**config.mk**
```make
export PLATFORM = sky130hd
export DESIGN_NAME = plst_cell
export DESIGN_NICKNAME = d
export VERILOG_FILES = /design/src/rtl/assert_macros.svh /design/src/rtl/plst_pkg.sv /design/src/rtl/plst_cell.sv
export SDC_FILE = /design/constraint.sdc
export NUM_CORES = 1
export LEC_CHECK = 0
export ABC_AREA = 1
export BUFFER_PORTS_ARGS = -buffer_cell sky130_fd_sc_hd__buf_4
export CAP_MARGIN = 25
export CORE_ASPECT_RATIO = 1.25
export CORE_MARGIN = 2
export CORE_UTILIZATION = 25
export CTS_CLUSTER_DIAMETER = 120
export DETAILED_ROUTE_END_ITERATION = 6
export HOLD_SLACK_MARGIN = 0.1
export PLACE_DENSITY = 0.55
export REMOVE_ABC_BUFFERS = 1
export SETUP_SLACK_MARGIN = 0.15
export SLEW_MARGIN = 20
export SYNTH_ARGS = -nofsm -noshare
export SYNTH_HDL_FRONTEND = slang
export SYNTH_SLANG_ARGS = --single-unit
```
**constraint.sdc**
```tcl
create_clock -name clk -period 2.9 [get_ports clk]
set_clock_uncertainty 0.1 [all_clocks]
set_input_delay 0.29 -clock clk [delete_from_list [all_inputs] [get_ports clk]]
set_output_delay 0.29 -clock clk [all_outputs]
set_load 0.05 [all_outputs]
```
**src/rtl/assert_macros.svh**
```systemverilog
// Assertion macros shared by the RTL of the positional list store.
// No dependencies; included by the modules that carry assertions.
`ifndef ASSERT_MACROS_SVH
`define ASSERT_MACROS_SVH

// Check a property on every clock edge outside reset.
`define PLST_ASSERT(lbl, clk, rst, prop) \
  lbl: assert property (@(posedge clk) disable iff (rst) (prop)) \
    else $error("plst assertion failed");

// Check that a condition implies a consequence in the same cycle.
`define PLST_ASSERT_IMPL(lbl, clk, rst, ante, cons) \
  lbl: assert property (@(posedge clk) disable iff (rst) (ante) |-> (cons)) \
    else $error("plst assertion failed");

// Check that a condition implies a consequence in the next cycle.
`define PLST_ASSERT_NEXT(lbl, clk, rst, ante, cons) \
  lbl: assert property (@(posedge clk) disable iff (rst) (ante) |=> (cons)) \
    else $error("plst assertion failed");

`endif

```
**src/rtl/plst_pkg.sv**
```systemverilog
// Shared types and constants for the positional list store.
// No dependencies; imported by the cell, the controller and the top level.
package plst_pkg;

  localparam int CAPACITY = 64;
  localparam int DATA_W   = 32;
  localparam int CNT_W    = 7;
  localparam int IDX_W    = $clog2(CAPACITY);
  localparam int KIND_W   = 3;

  typedef enum logic [KIND_W-1:0] {
    K_INS_FRONT = 3'd0,
    K_INS_POS   = 3'd1,
    K_INS_END   = 3'd2,
    K_REM_FRONT = 3'd3,
    K_REM_POS   = 3'd4,
    K_REM_END   = 3'd5
  } kind_t;

  typedef enum logic [1:0] {
    ST_OK     = 2'd0,
    ST_EMPTY  = 2'd1,
    ST_BADPOS = 2'd2,
    ST_FULL   = 2'd3
  } status_t;

  typedef enum logic [1:0] {
    OP_HOLD   = 2'd0,
    OP_INSERT = 2'd1,
    OP_REMOVE = 2'd2
  } op_t;

  // Command broadcast to every cell of the chain
  typedef struct packed {
    op_t                      op;
    logic [IDX_W-1:0]         at;
    logic signed [DATA_W-1:0] value;
  } plst_cmd_t;

endpackage

```
**src/rtl/plst_cell.sv**
```systemverilog
// One storage cell of the chain: holds a single element and shifts it
// to or from its neighbours. Depends on plst_pkg.
module plst_cell
  import plst_pkg::*;
(
  input  logic                     clk,
  input  logic                     fire,
  input  plst_cmd_t                cmd,
  input  logic [IDX_W-1:0]         idx,
  input  logic signed [DATA_W-1:0] left_data,
  input  logic signed [DATA_W-1:0] right_data,
  output logic signed [DATA_W-1:0] data,
  output logic signed [DATA_W-1:0] pick
);

  // Offer the held element when this cell is the target
  assign pick = (idx == cmd.at) ? data : '0;

  // Take the new value, shift back on insert, shift forward on remove
  always_ff @(posedge clk) begin
    if (fire) begin
      case (cmd.op)
        OP_INSERT: begin
          if (idx == cmd.at) begin
            data <= cmd.value;
          end else if (idx > cmd.at) begin
            data <= left_data;
          end
        end
        OP_REMOVE: begin
          if (idx >= cmd.at) begin
            data <= right_data;
          end
        end
        default: begin
        end
      endcase
    end
  end

endmodule

```
# --- After elaboration in Yosys (flattened, before gate mapping) ---
# Cells that the tools add are included.
totals:
  reg_bits: 32
  input_bits: 112
  ramBits: 0
  latch_bits: 0
  n_memories: 0
  rom_bits: 0
  output_inout_bits: 64
op_classes:
  shift: 0
  magnitude_cmp: 2
  n_bitwise: 0
  add_sub_neg: 0
  n_eq_ne: 5
  n_mul: 0
  reduce_logical: 2
  div_mod_pow: 0
  mux: 5
op_table:
  columns: ["operator", "count"]
  rows:
  - ["32-bit two-way mux", 4]
  - ["32-bit one-hot mux with 2 select lines", 1]
  - ["6-bit == test", 1]
  - ["6-bit greater-or-equal comparator", 1]
  - ["6-bit > comparator", 1]
  - ["4-bit AND reduction", 1]
  - ["3-bit != test, second input constant", 1]
  - ["2-bit by 1-bit == test with 1-bit output, second input constant", 1]
  - ["2-bit == test, second input constant", 1]
  - ["2-bit != test, second input constant", 1]
  - ["2-bit nonzero test", 1]

# --- Logic depth before layout (Yosys ltp) ---
depth:
  word_depth: 4
  ltp_mapped: 9

# --- Worst setup path before layout ---
# No wires, ideal clock.
synth_timing:
  path_kind: "input to register"
  start: "in cmd[35] in the netlist's numbering"
  end: "reg data[0], enable pin"
  setup_time_ns: 0.387
  setup_slack_ns: 0.717
  path_stages: 8
  t_arrival_ns: 1.697
  cell_sequence: "inv_1 > ha_1 > nand2_1 > nor2_4 > nand2_1 > nand3_1 > nand2_1 > inv_1"
synth_between:
  elab_chain_cells: 3
  elab_cells_between_ends: 6
  classes_between: "2 x order compare; 3 x eq/ne; 1 x reduce/logical"
synth_lines:
  columns: ["element", "line", "rtl"]
  rows:
  - ["start, declared", "plst_cell.sv:8", "input plst_cmd_t cmd,"]
  - ["6-bit > comparator (tied with other cells)", "plst_cell.sv:26", "end else if (idx > cmd.at) begin"]
  - ["3-bit != test (no source line) or 2-bit != test (tied branches)", null, null]
  - ["4-bit AND reduction (no source line) *", null, null]
  - ["end signal, assigned", "plst_cell.sv:25", "data <= cmd.value;"]
  - ["end signal, assigned", "plst_cell.sv:27", "data <= left_data;"]
  - ["end signal, assigned", "plst_cell.sv:32", "data <= right_data;"]
  - ["end, declared", "plst_cell.sv:12", "output logic signed [DATA_W-1:0] data,"]
# Mark *: on every way between the ends. The rest lies on a longest branch, timed or not.
# A chain may end at the register's enable or synchronous reset.

# --- Worst setup path in the final report ---
layout_timing:
  start: "in idx[1]"
  end: "out pick[25]"
layout_between:
  elab_chain_cells: 2
layout_lines:
  columns: ["element", "line", "rtl"]
  rows:
  - ["start, declared", "plst_cell.sv:9", "input logic [IDX_W-1:0] idx,"]
  - ["6-bit == test", "plst_cell.sv:17", "assign pick = (idx == cmd.at) ? data : '0;"]
  - ["32-bit two-way mux", "plst_cell.sv:17", null]
  - ["end, declared", "plst_cell.sv:13", "output logic signed [DATA_W-1:0] pick"]
# Every way passes these cells.

==> results.sh <==
export IMPL_status="complete, no violations"
export IMPL_grt_max_degree=33
export IMPL_largestRegisters="data x32"
export IMPL_port_buffers=175
export IMPL_synth_most_common_cell="nand2_1"
export IMPL_synth_area_leaders="edfxtp_1 39%, nand2_1 16%, inv_1 12%"
export IMPL_cts_resized_gates=0
export IMPL_synth_common_cells="106 x nand2_1, 77 x inv_1, 35 x nand3_1"
export IMPL_use_met2=0.2818
export IMPL_grt_use_total=0.1459
export IMPL_layout_nets=634
export IMPL_max_freq_ghz=0.4766
export IMPL_largest_register="data"
export IMPL_ys_flop_type="edfxtp_1"
export IMPL_vias=2701
export IMPL_fin_tns_setup_ns=0
export IMPL_syn_inst=347
export IMPL_io_pin_count=176
export IMPL_via_per_inst=4.201
export IMPL_start_util=0.2555
export IMPL_area_growth_pct=61.62
export IMPL_core_mm2=0.009609
export IMPL_yosysWarningCount=0
export IMPL_clock_path_buffers=2
export IMPL_rsz0062_at_grt="false"
export IMPL_worstPathRequired_ns=2.51
export IMPL_tightestPinTransition_ns=0.6713
export IMPL_hold_buffers=0
export IMPL_die_w_um=92.63
export IMPL_largest_reg_flops=32
export IMPL_htree_levels=2
export IMPL_nFillCells=1029
export IMPL_max_cap_viol_count=0
export IMPL_total_power_mw=1.521
export IMPL_place_congestion=0.7655
export IMPL_cts_tree="done"
export IMPL_slew_headroom=0.5525
export IMPL_grt_pass1_wl_um=12220
export IMPL_hold_class="input port to register"
export IMPL_drv_slew=0
export IMPL_peakVddDrop_mv=0.1654
export IMPL_p_leak_nw=2.275
export IMPL_finalHoldViolCount=0
export IMPL_min_period_over_period=0.7235
export IMPL_drt_iter0_markers=65
export IMPL_grtUsageMet3=0.03342
export IMPL_crit_type="input port to primary output"
export IMPL_synth_area_leader_cell="edfxtp_1"
export IMPL_postLayoutCoreUtil=0.4129
export IMPL_critPathMaxFanout=32
export IMPL_drtPass1Iterations=4
export IMPL_die_area_mm2=0.01063
export IMPL_wl_per_cell_um=12.57
export IMPL_start_kind="input port"
export IMPL_antenna_found_initial=0
export IMPL_post_cts_setup_buffer_count=0
export IMPL_synth_top_area_share=0.3914
export IMPL_gr_max_usage_layer="met2"
export IMPL_synth_enable_flop_cells=32
export IMPL_critical_path_arrival_ns=1.71
export IMPL_post_route_min_period_ns=2.098
export IMPL_syn_area_mm2=0.002455
export IMPL_cts_buffers=5
export IMPL_syn_avg_cell_area_um2=7.075
export IMPL_critPathSlowestCell="ha_1"
export IMPL_drive_above_1_share=0.3675
export IMPL_cts_root_buffer="clkbuf_16"
export IMPL_yosysSeqAreaShare=0.3914
export IMPL_final_antenna_net_count=0
export IMPL_cpPeakStageDelay_ns=0.28
export IMPL_worstPathCellList="buf_4, ha_1, nand2_1, inv_2, nand3_1, buf_4, nor2_1, buf_4"
export IMPL_powerDensity_mw_per_mm2=383.3
export IMPL_clk_pin_slew_ns=0.05
export IMPL_synthArstFlopShare=0
export IMPL_diodes=0
export IMPL_cpMostUsedCell="buf_4"
export IMPL_rows=40
export IMPL_end_kind="primary output"
export IMPL_finalSetupViolations=0
export IMPL_grt_ovfl_total=0
export IMPL_grt_pass1_vias=2613
export IMPL_chipHeight_um=114.8
export IMPL_use_met1=0.1580
export IMPL_ys_ff_latch=32
export IMPL_hpwl_um=6092
export IMPL_netlist_cell_type_count=17
export IMPL_cts_sinks=32
export IMPL_wl_um=8085
export IMPL_drc_errors=0
[per-layer routing]
metal	up-vias	share of wire	routed length, µm
met1	1211	0.38	3076
met3	5	0.074	595
met2	94	0.54	4339
li1	1391	-	-
met4	0	0.0092	74
met5	-	0	0
[critical path: cells and delay by family]
| family | cells | cell delay (ns) |
|---|---|---|
| and+or+nand+nor | 3 | 0.32 |
| buffers and inverters | 4 | 0.81 |
| adders and majority gates | 1 | 0.28 |
[kinds of logic after synthesis]
logic type               share of synthesized area
AO/OA/AOI/OAI                             0.008155
adder cells (fa/ha/maj)                    0.03058
buffers and inverters                       0.1779
flip-flops                                  0.3914
AND/OR/NAND/NOR                             0.3919
[power breakdown]
part	switching [mW]	internal [mW]	total, mW
registers	0.0177	0.553	0.571
logic	0.269	0.193	0.462
clock network	0.173	0.315	0.488
total	0.460	1.06	1.52
[through the flow]
stage               instances  area (µm²)  hold WS, ns  setup WS, ns
floorplan                 328        2315       0.3759      0.007989
global placement          635        3831       0.4609        0.6447
detailed placement        635        3831       0.4664        0.5897
CTS                       643        3968       0.1857        0.7640
global route              643        3968       0.1939        0.6311
finish                    643        3968       0.1917        0.8019
[final cells by class]
class | count | area, µm² | area share
Timing Repair Buffer | 181 | 1359 | 0.3425
Multi-Input combinational cell | 217 | 1057 | 0.2665
Sequential cell | 32 | 960.9 | 0.2422
Inverter | 79 | 296.5 | 0.07474
Tap cell | 126 | 157.7 | 0.03974
Clock buffer | 7 | 132.6 | 0.03343
Clock inverter | 1 | 3.754 | 0.0009461
[final timing paths]
| kind | cells after the start | end | startpoint | slack, ns |
|---|---|---|---|---|
| worst min-delay path | 3 | data[23] | right_data[23] | 0.19 |
| worst max-delay path | 8 | pick[25] | idx[1] | 0.80 |
[cells in the final DEF (no fill, tap or decap)]
master     synthesis  final
clkbuf_16          0      5
nor2_4             1      1
buf_4              3    181
o21bai_1           1      1
nand2_4            1      1
or2_1              1      1
inv_1             77     77
nand3b_1          32     32
inv_2              2      2
clkinv_1           0      1
nand2_1          106    106
nand3_1           35     35
nor2_1            32     32
ha_1               6      6
a21boi_0           1      1
a21oi_1            1      1
clkbuf_1           0      2
edfxtp_1          32     32
Note: power is estimated with default switching activity, not from simulation.
