`src/rtl/assert_macros.svh`:
```
// Assertion macros shared by the RTL of the positional list store.
// No dependencies; included by the modules that carry assertions.
`ifndef ASSERT_MACROS_SVH
`define ASSERT_MACROS_SVH

// Check a property on every clock edge outside reset.
`define PLST_ASSERT(lbl, clk, rst, prop) \
  lbl: assert property (@(posedge clk) disable iff (rst) (prop)) \
    else $error("plst assertion failed");

// Check that a condition implies a consequence in the same cycle.
`define PLST_ASSERT_IMPL(lbl, clk, rst, ante, cons) \
  lbl: assert property (@(posedge clk) disable iff (rst) (ante) |-> (cons)) \
    else $error("plst assertion failed");

// Check that a condition implies a consequence in the next cycle.
`define PLST_ASSERT_NEXT(lbl, clk, rst, ante, cons) \
  lbl: assert property (@(posedge clk) disable iff (rst) (ante) |=> (cons)) \
    else $error("plst assertion failed");

`endif

```
`src/rtl/plst_pkg.sv`:
```
// Shared types and constants for the positional list store.
// No dependencies; imported by the cell, the controller and the top level.
package plst_pkg;

  localparam int CAPACITY = 64;
  localparam int DATA_W   = 32;
  localparam int CNT_W    = 7;
  localparam int IDX_W    = $clog2(CAPACITY);
  localparam int KIND_W   = 3;

  typedef enum logic [KIND_W-1:0] {
    K_INS_FRONT = 3'd0,
    K_INS_POS   = 3'd1,
    K_INS_END   = 3'd2,
    K_REM_FRONT = 3'd3,
    K_REM_POS   = 3'd4,
    K_REM_END   = 3'd5
  } kind_t;

  typedef enum logic [1:0] {
    ST_OK     = 2'd0,
    ST_EMPTY  = 2'd1,
    ST_BADPOS = 2'd2,
    ST_FULL   = 2'd3
  } status_t;

  typedef enum logic [1:0] {
    OP_HOLD   = 2'd0,
    OP_INSERT = 2'd1,
    OP_REMOVE = 2'd2
  } op_t;

  // Command broadcast to every cell of the chain
  typedef struct packed {
    op_t                      op;
    logic [IDX_W-1:0]         at;
    logic signed [DATA_W-1:0] value;
  } plst_cmd_t;

endpackage

```
`src/rtl/plst_ctrl.sv`:
```
// Request decoder and element count for the positional list store.
// Depends on plst_pkg and assert_macros.svh.
`include "assert_macros.svh"

module plst_ctrl
  import plst_pkg::*;
(
  input  logic                     clk,
  input  logic                     rst,
  input  logic                     fire,
  input  logic [KIND_W-1:0]        kind,
  input  logic [CNT_W-1:0]         position,
  input  logic signed [DATA_W-1:0] value,
  output plst_cmd_t                cmd,
  output status_t                  status,
  output logic [CNT_W-1:0]         count_next
);

  logic [CNT_W-1:0] count;
  logic             full;
  logic             empty;
  logic             pos_ok;
  logic [IDX_W-1:0] pos_idx;
  logic [IDX_W-1:0] last_idx;

  assign full     = (count == CNT_W'(CAPACITY));
  assign empty    = (count == '0);
  assign pos_ok   = (position != '0) && (position <= count);
  assign pos_idx  = IDX_W'(position - CNT_W'(1));
  assign last_idx = IDX_W'(count - CNT_W'(1));

  // Decode the request against the current count
  always_comb begin
    cmd.op    = OP_HOLD;
    cmd.at    = '0;
    cmd.value = value;
    status    = ST_OK;
    case (kind_t'(kind))
      K_INS_FRONT: begin
        if (full) status = ST_FULL;
        else cmd.op = OP_INSERT;
      end
      K_INS_POS: begin
        if (full) begin
          status = ST_FULL;
        end else if (!pos_ok) begin
          status = ST_BADPOS;
        end else begin
          cmd.op = OP_INSERT;
          cmd.at = pos_idx;
        end
      end
      K_INS_END: begin
        if (full) begin
          status = ST_FULL;
        end else begin
          cmd.op = OP_INSERT;
          cmd.at = IDX_W'(count);
        end
      end
      K_REM_FRONT: begin
        if (empty) status = ST_EMPTY;
        else cmd.op = OP_REMOVE;
      end
      K_REM_POS: begin
        if (empty) begin
          status = ST_EMPTY;
        end else if (!pos_ok) begin
          status = ST_BADPOS;
        end else begin
          cmd.op = OP_REMOVE;
          cmd.at = pos_idx;
        end
      end
      K_REM_END: begin
        if (empty) begin
          status = ST_EMPTY;
        end else begin
          cmd.op = OP_REMOVE;
          cmd.at = last_idx;
        end
      end
      default: begin
      end
    endcase
  end

  // Grow or shrink the count with the operation
  always_comb begin
    case (cmd.op)
      OP_INSERT: count_next = count + CNT_W'(1);
      OP_REMOVE: count_next = count - CNT_W'(1);
      default:   count_next = count;
    endcase
  end

  // Hold the count between transfers
  always_ff @(posedge clk) begin
    if (rst) begin
      count <= '0;
    end else if (fire) begin
      count <= count_next;
    end
  end

  `PLST_ASSERT(a_count_bound, clk, rst, count <= CNT_W'(CAPACITY))
  `PLST_ASSERT_IMPL(a_reject_holds, clk, rst, status != ST_OK, cmd.op == OP_HOLD)
  `PLST_ASSERT_NEXT(a_insert_grows, clk, rst, fire && cmd.op == OP_INSERT, count == CNT_W'($past(count) + CNT_W'(1)))

endmodule
```
`config.mk`:
```
export PLATFORM = sky130hd
export DESIGN_NAME = plst_ctrl
export DESIGN_NICKNAME = d
export VERILOG_FILES = /design/src/rtl/plst_pkg.sv /design/src/rtl/plst_ctrl.sv
export VERILOG_INCLUDE_DIRS = /design/src /design/src/rtl
export SDC_FILE = /design/constraint.sdc
export NUM_CORES = 1
export LEC_CHECK = 0
export ABC_CLOCK_PERIOD_IN_PS = 9900
export BUFFER_PORTS_ARGS = -buffer_cell sky130_fd_sc_hd__buf_4
export CAP_MARGIN = 20
export CORE_MARGIN = 8
export CORE_UTILIZATION = 40
export DETAILED_ROUTE_END_ITERATION = 10
export PLACE_DENSITY = 0.76
export SYNTH_ARGS = -nofsm -noshare
export SYNTH_HDL_FRONTEND = slang
export SYNTH_SLANG_ARGS = --single-unit
```
`constraint.sdc`:
```
create_clock -name clk -period 9.9 [get_ports clk]
set_input_delay 2.97 -clock clk [delete_from_list [all_inputs] [get_ports clk]]
set_output_delay 2.97 -clock clk [all_outputs]
set_load 0.005 [all_outputs]
```
# --- Word-level counts from Yosys, hierarchy flattened ---
# Cells that the tools add are included.
word_totals:
  reg_bits: 7
  output_inout_bits: 49
  wordCells: 36
op_classes:
  magnitude_cmp: 1
  n_reduce_logical: 6
  n_eq_ne: 8
  n_addsub: 3
  n_mux: 17
ops:
  columns: ["op", "count"]
  rows:
  - ["8-bit 2-to-1 mux", 3]
  - ["6-bit case mux with 4 select lines", 1]
  - ["7-bit 2-to-1 mux", 3]
  - ["7-bit case mux with 2 select lines", 1]
  - ["2-bit case mux with 6 select lines", 1]
  - ["2-bit 2-to-1 mux", 5]
  - ["2-bit case mux with 4 select lines", 1]
  - ["7-bit by 1-bit adder with 7-bit output (second input constant)", 1]
  - ["7-bit == test (second input constant)", 1]
  - ["7-bit <= comparator", 1]
  - ["7-bit zero test", 1]
  - ["7-bit nonzero test", 1]
  - ["7-bit by 1-bit subtractor with 7-bit output (second input constant)", 1]
  - ["3-bit by 2-bit == test with 1-bit output (second input constant)", 2]
  - ["3-bit == test (second input constant)", 2]
  - ["6-bit by 1-bit subtractor with 6-bit output (second input constant)", 1]
  - ["2-bit OR reduction", 2]
  - ["3-bit by 1-bit == test with 1-bit output (second input constant)", 1]
  - ["3-bit zero test", 1]
  - ["2-bit by 1-bit == test with 1-bit output (second input constant)", 1]
  - ["2-bit == test (second input constant)", 1]
  - ["1-bit 2-to-1 mux", 2]
  - ["1-bit logical AND", 1]

# --- Depth between registers and ports, before layout ---
depth:
  depth_word: 7
  depth_mapped: 15

# --- Worst setup path before layout ---
# OpenSTA, ideal clock, no wires.
synth_path:
  path_kind: "in2out"
  start: "in position[2]"
  end: "out count_next[6]"
  n_path_buf: 1
  stages: 11
  setup_slack_ns: 1.824
  t_arrival_ns: 5.106
  required_ns: 6.930
  cell_sequence: "ha_1 -> a21oi_1 -> a21oi_1 -> o22ai_1 -> nand2_1 -> a211oi_1 -> ha_1 -> clkbuf_1 -> inv_1 -> o22a_1 -> o31ai_1"
synth_lines:
  columns: ["element", "line_no", "text"]
  rows:
  - ["start: declaration", "plst_ctrl.sv:12", "input logic [CNT_W-1:0] position,"]
  - ["end: declaration", "plst_ctrl.sv:16", "output logic [CNT_W-1:0] count_next"]

# --- Worst setup path after layout ---
layout_path:
  start: "in position[2]"
  end: "out count_next[4]"
layout_via:
  elab_chain_len: 7
layout_rtl:
  columns: ["element", "line_no", "text"]
  rows:
  - ["7-bit <= comparator or 7-bit nonzero test (tied branches)", "plst_ctrl.sv:28", "assign pos_ok = (position != '0) && (position <= count);"]
  - ["1-bit logical AND (*)", "plst_ctrl.sv:28", null]
  - ["7-bit 2-to-1 mux or 8-bit 2-to-1 mux (tied branches)", "plst_ctrl.sv:46, plst_ctrl.sv:68", null]
  - ["7-bit 2-to-1 mux or 8-bit 2-to-1 mux (tied branches)", "plst_ctrl.sv:44, plst_ctrl.sv:66", null]
  - ["2-bit case mux with 6 select lines (*)", "plst_ctrl.sv:38", "case (kind_t'(kind))"]
  - ["2-bit == test or 2-bit by 1-bit == test with 1-bit output (tied branches)", "plst_ctrl.sv:90", "case (cmd.op)"]
  - ["7-bit case mux with 2 select lines (*)", "plst_ctrl.sv:90", null]
# Every way passes the cells marked *; elsewhere a longest branch is shown, timed or not.

==> impl_metrics.env <==
export IMPL_finish_net_count=252
export IMPL_clock_fmax_mhz=117
export IMPL_synth_main_ff_cell="sky130_fd_sc_hd__dfxtp_1"
export IMPL_worstSetupEndpointType="output pin"
export IMPL_htree_levels=1
export IMPL_worstReg2RegEnd="count[3]$_SDFFE_PP0P_"
export IMPL_timing_hold_violations_final=0
export IMPL_synth_cell_area_um2=1460
export IMPL_cts_buffers_inserted=3
export IMPL_rrSetupSlack_ps=6650
export IMPL_postSynthCellCount=202
export IMPL_dieHeight_um=76.4
export IMPL_largest_registers="count x7"
export IMPL_core_area_um2=3580
export IMPL_power_density_nw_per_um2=76.0
export IMPL_global_route_wire_length_before_repair_mm=6.19
export IMPL_cts_post_setup_buffers_inserted=0
export IMPL_reg2regPathDepth=12
export IMPL_ys_seq_area_share_pct=9.61
export IMPL_ctsLongestPathBuffers=2
export IMPL_dr_pass1_iters=4
export IMPL_final_period_minus_worst_setup_slack_ps=8540
export IMPL_die_width_um=76.4
export IMPL_worst_ep_arrival_time_ps=5570
export IMPL_critPathMaxFanout=8
export IMPL_synth_compound_gate_area_share_pct=28.1
export IMPL_hp_start="count[6]$_SDFFE_PP0P_"
export IMPL_worstSetupStartpointType="input pin"
export IMPL_fin_total_pwr_uw=112
export IMPL_grt_antenna_before_repair=0
export IMPL_port_buffers=29
export IMPL_tritoncts="built"
export IMPL_globalplace_congestion=0.878
export IMPL_dieArea_um2=5830
export IMPL_top_register="count"
export IMPL_max_cap_violations=0
export IMPL_multiInputGateArea_um2=982
export IMPL_worst_endpoint_required_ps=6930
export IMPL_final_fill_count=401
export IMPL_setup_viol=0
export IMPL_layout_cells_most_common_list="sky130_fd_sc_hd__buf_4 (29), sky130_fd_sc_hd__o21ai_0 (17), sky130_fd_sc_hd__nand2_1 (16)"
export IMPL_path_cells="buf_4 -> ha_1 -> a21oi_1 -> a21oi_1 -> o22ai_1 -> nand2_1 -> a211oi_1 -> ha_1 -> inv_1 -> o22ai_1 -> o21ai_0 -> o31ai_1 -> buf_4"
export IMPL_worst_hold_path_endpoint="count[6]$_SDFFE_PP0P_"
export IMPL_ys_ff_latch=7
export IMPL_clkLatencyLatePin_ps=260
export IMPL_number_of_enable_type_register_cells_in_the_synthesized_netlist=0
export IMPL_initial_cell_density_of_the_core_pct=40.7
export IMPL_outcome="completed"
export IMPL_antenna_cells_inserted=0
export IMPL_rsz_0062_raised_after_global_routing="false"
export IMPL_final_cycle_share_pct=86.3
export IMPL_cellLeakagePower_uw=0.000587
export IMPL_ant_nets=0
export IMPL_wirelength_mm=3.59
export IMPL_critical_path_max_stage_delay_ps=400
export IMPL_post_synth_fa_ha_maj_area_fraction_pct=11.2
export IMPL_largest_reg_flops=7
export IMPL_dp_hpwl_mm=2.91
export IMPL_timing_max_transition_violations_final=0
export IMPL_clock_sinks=7
export IMPL_clk_root_buffer_cell="sky130_fd_sc_hd__clkbuf_4"
export IMPL_drt_drc_violations_left=0
export IMPL_synth_simple_area_share_pct=21.9
export IMPL_areaGrowthSynthToFinish_pct=1.20
export IMPL_setup_tns_final_ps=0
export IMPL_synth_lib_cells_used_distinct=52
export IMPL_design_portCount=94
export IMPL_synth_avg_cell_area_um2=7.22
export IMPL_yosys_area_share_xor_xnor_pct=4.21
export IMPL_worst_slew_pin_transition_ps=480
export IMPL_vias_per_cell=5.71
export IMPL_number_of_warnings_issued_by_yosys=0
export IMPL_timing_hold_worst_path_depth=2
export IMPL_final_layout_size_suffix_gt1_share_pct=21.8
export IMPL_synth_top_family_by_area="compound AO/OA/AOI/OAI gates"
export IMPL_grt_use_total_pct=12.1
export IMPL_first_iter_violations=100
export IMPL_post_synthesis_net_count=260
export IMPL_drt_wirelength_per_cell_um=14.9
export IMPL_worst_setup_hold_path_clk_slew_ps=50
export IMPL_finClkSkew_ps=3.43
export IMPL_hp_class="reg2reg"
export IMPL_cts_hold_buffers=0
export IMPL_timing_rr_start="count[2]$_SDFFE_PP0P_"
export IMPL_final_common_cell="sky130_fd_sc_hd__buf_4"
export IMPL_ir_drop_mv=0.0292
export IMPL_startpoint_to_endpoint_class_of_the_critical_path="in2out"
export IMPL_worst_slew_margin_rel_pct=67.6
export IMPL_grt_remaining_overflow=0
export IMPL_synthArstFlopShare_pct=0
export IMPL_cts_resized=0
export IMPL_via_count=1376
export IMPL_synth_area_mux_share_pct=2.06
export IMPL_row_count=22
export IMPL_layout_area_seq_um2=140
export IMPL_grt_max_degree=17
export IMPL_cpMaxStageDelayCell="sky130_fd_sc_hd__ha_1"
export IMPL_grt_pass1_vias=1371
[cell usage after synthesis, types with 3 or more instances]
library cell	instances	share of area, %
sky130_fd_sc_hd__nand3_1	7	2.4
sky130_fd_sc_hd__o22ai_1	6	2.6
sky130_fd_sc_hd__a21oi_1	8	2.7
sky130_fd_sc_hd__a22oi_1	4	2.1
sky130_fd_sc_hd__a221oi_1	3	1.8
sky130_fd_sc_hd__o21ai_0	17	5.8
sky130_fd_sc_hd__ha_1	13	11
sky130_fd_sc_hd__buf_4	32	16
sky130_fd_sc_hd__xnor2_1	6	3.6
sky130_fd_sc_hd__nand2_1	16	4.1
sky130_fd_sc_hd__dfxtp_1	7	9.6
sky130_fd_sc_hd__clkbuf_1	8	2.1
sky130_fd_sc_hd__nor3_1	3	1.0
sky130_fd_sc_hd__nor2_1	10	2.6
sky130_fd_sc_hd__nand2b_1	3	1.3
sky130_fd_sc_hd__mux2i_1	3	2.1
sky130_fd_sc_hd__inv_1	13	3.3
[layout make-up]
cell class	instances	area share (%)
Tap cell	48	4.07
Multi-Input combinational cell	140	66.6
Clock buffer	4	1.78
Timing Repair Buffer	29	14.8
Sequential cell	7	9.50
Inverter	13	3.31
[metal layers]
layer | track usage (%) | up-vias | routed length (um)
met5 | 0 | - | 0
met4 | 4.62 | 0 | 77
met3 | 3.66 | 10 | 311
met2 | 20.1 | 54 | 1740
met1 | 14.1 | 630 | 1460
li1 | - | 682 | -
[worst max path at each step]
stage	from	end	slack (ps)	cells past startpoint
3_3_place_gp	position[2]	count_next[4]	1420	13
4_1_cts	position[2]	count_next[4]	1380	13
5_1_grt	position[2]	count_next[4]	1130	13
3_5_place_dp	position[2]	count_next[4]	1390	13
2_1_floorplan	position[2]	count_next[6]	1820	11
6_report	position[2]	count_next[4]	1360	13
[where the power goes]
part	internal, uW	switching, uW	leakage [uW]	total, uW
clock network	15.4	10.9	0.0000150	26.3
registers	29.1	2.23	0.0000566	31.3
logic	25.0	29.5	0.000516	54.5
total	69.5	42.6	0.000587	112
[cells by family (layout without fill, tap and decap cells)]
family	count (synthesis)	in the layout
compound gates	60	60
xor+xnor	7	7
fa+ha+maj	13	13
buf+inv	55	46
flops	7	7
mux	3	3
simple gates	57	57
[critical path: cells and delay by family]
| kind | cells | cell delay, ps |
|---|---|---|
| adders and majority gates | 2 | 720 |
| buffers and inverters | 3 | 440 |
| AOI/OAI and AO/OA | 7 | 1320 |
| and+or+nand+nor | 1 | 120 |
[metrics by stage]
stage               utilization [%]  hold WS (ps)  area (um2)  cells  worst slack, ps
floorplan                         -           564        1460    202             1820
global placement               40.5           612        1450    237             1420
detailed placement             40.5           637        1450    237             1390
CTS                            41.2           645        1480    241             1380
global route                   41.2           692        1480    241             1130
finish                         41.2           627        1480    241             1360
Power figures use the tool's default switching activity.
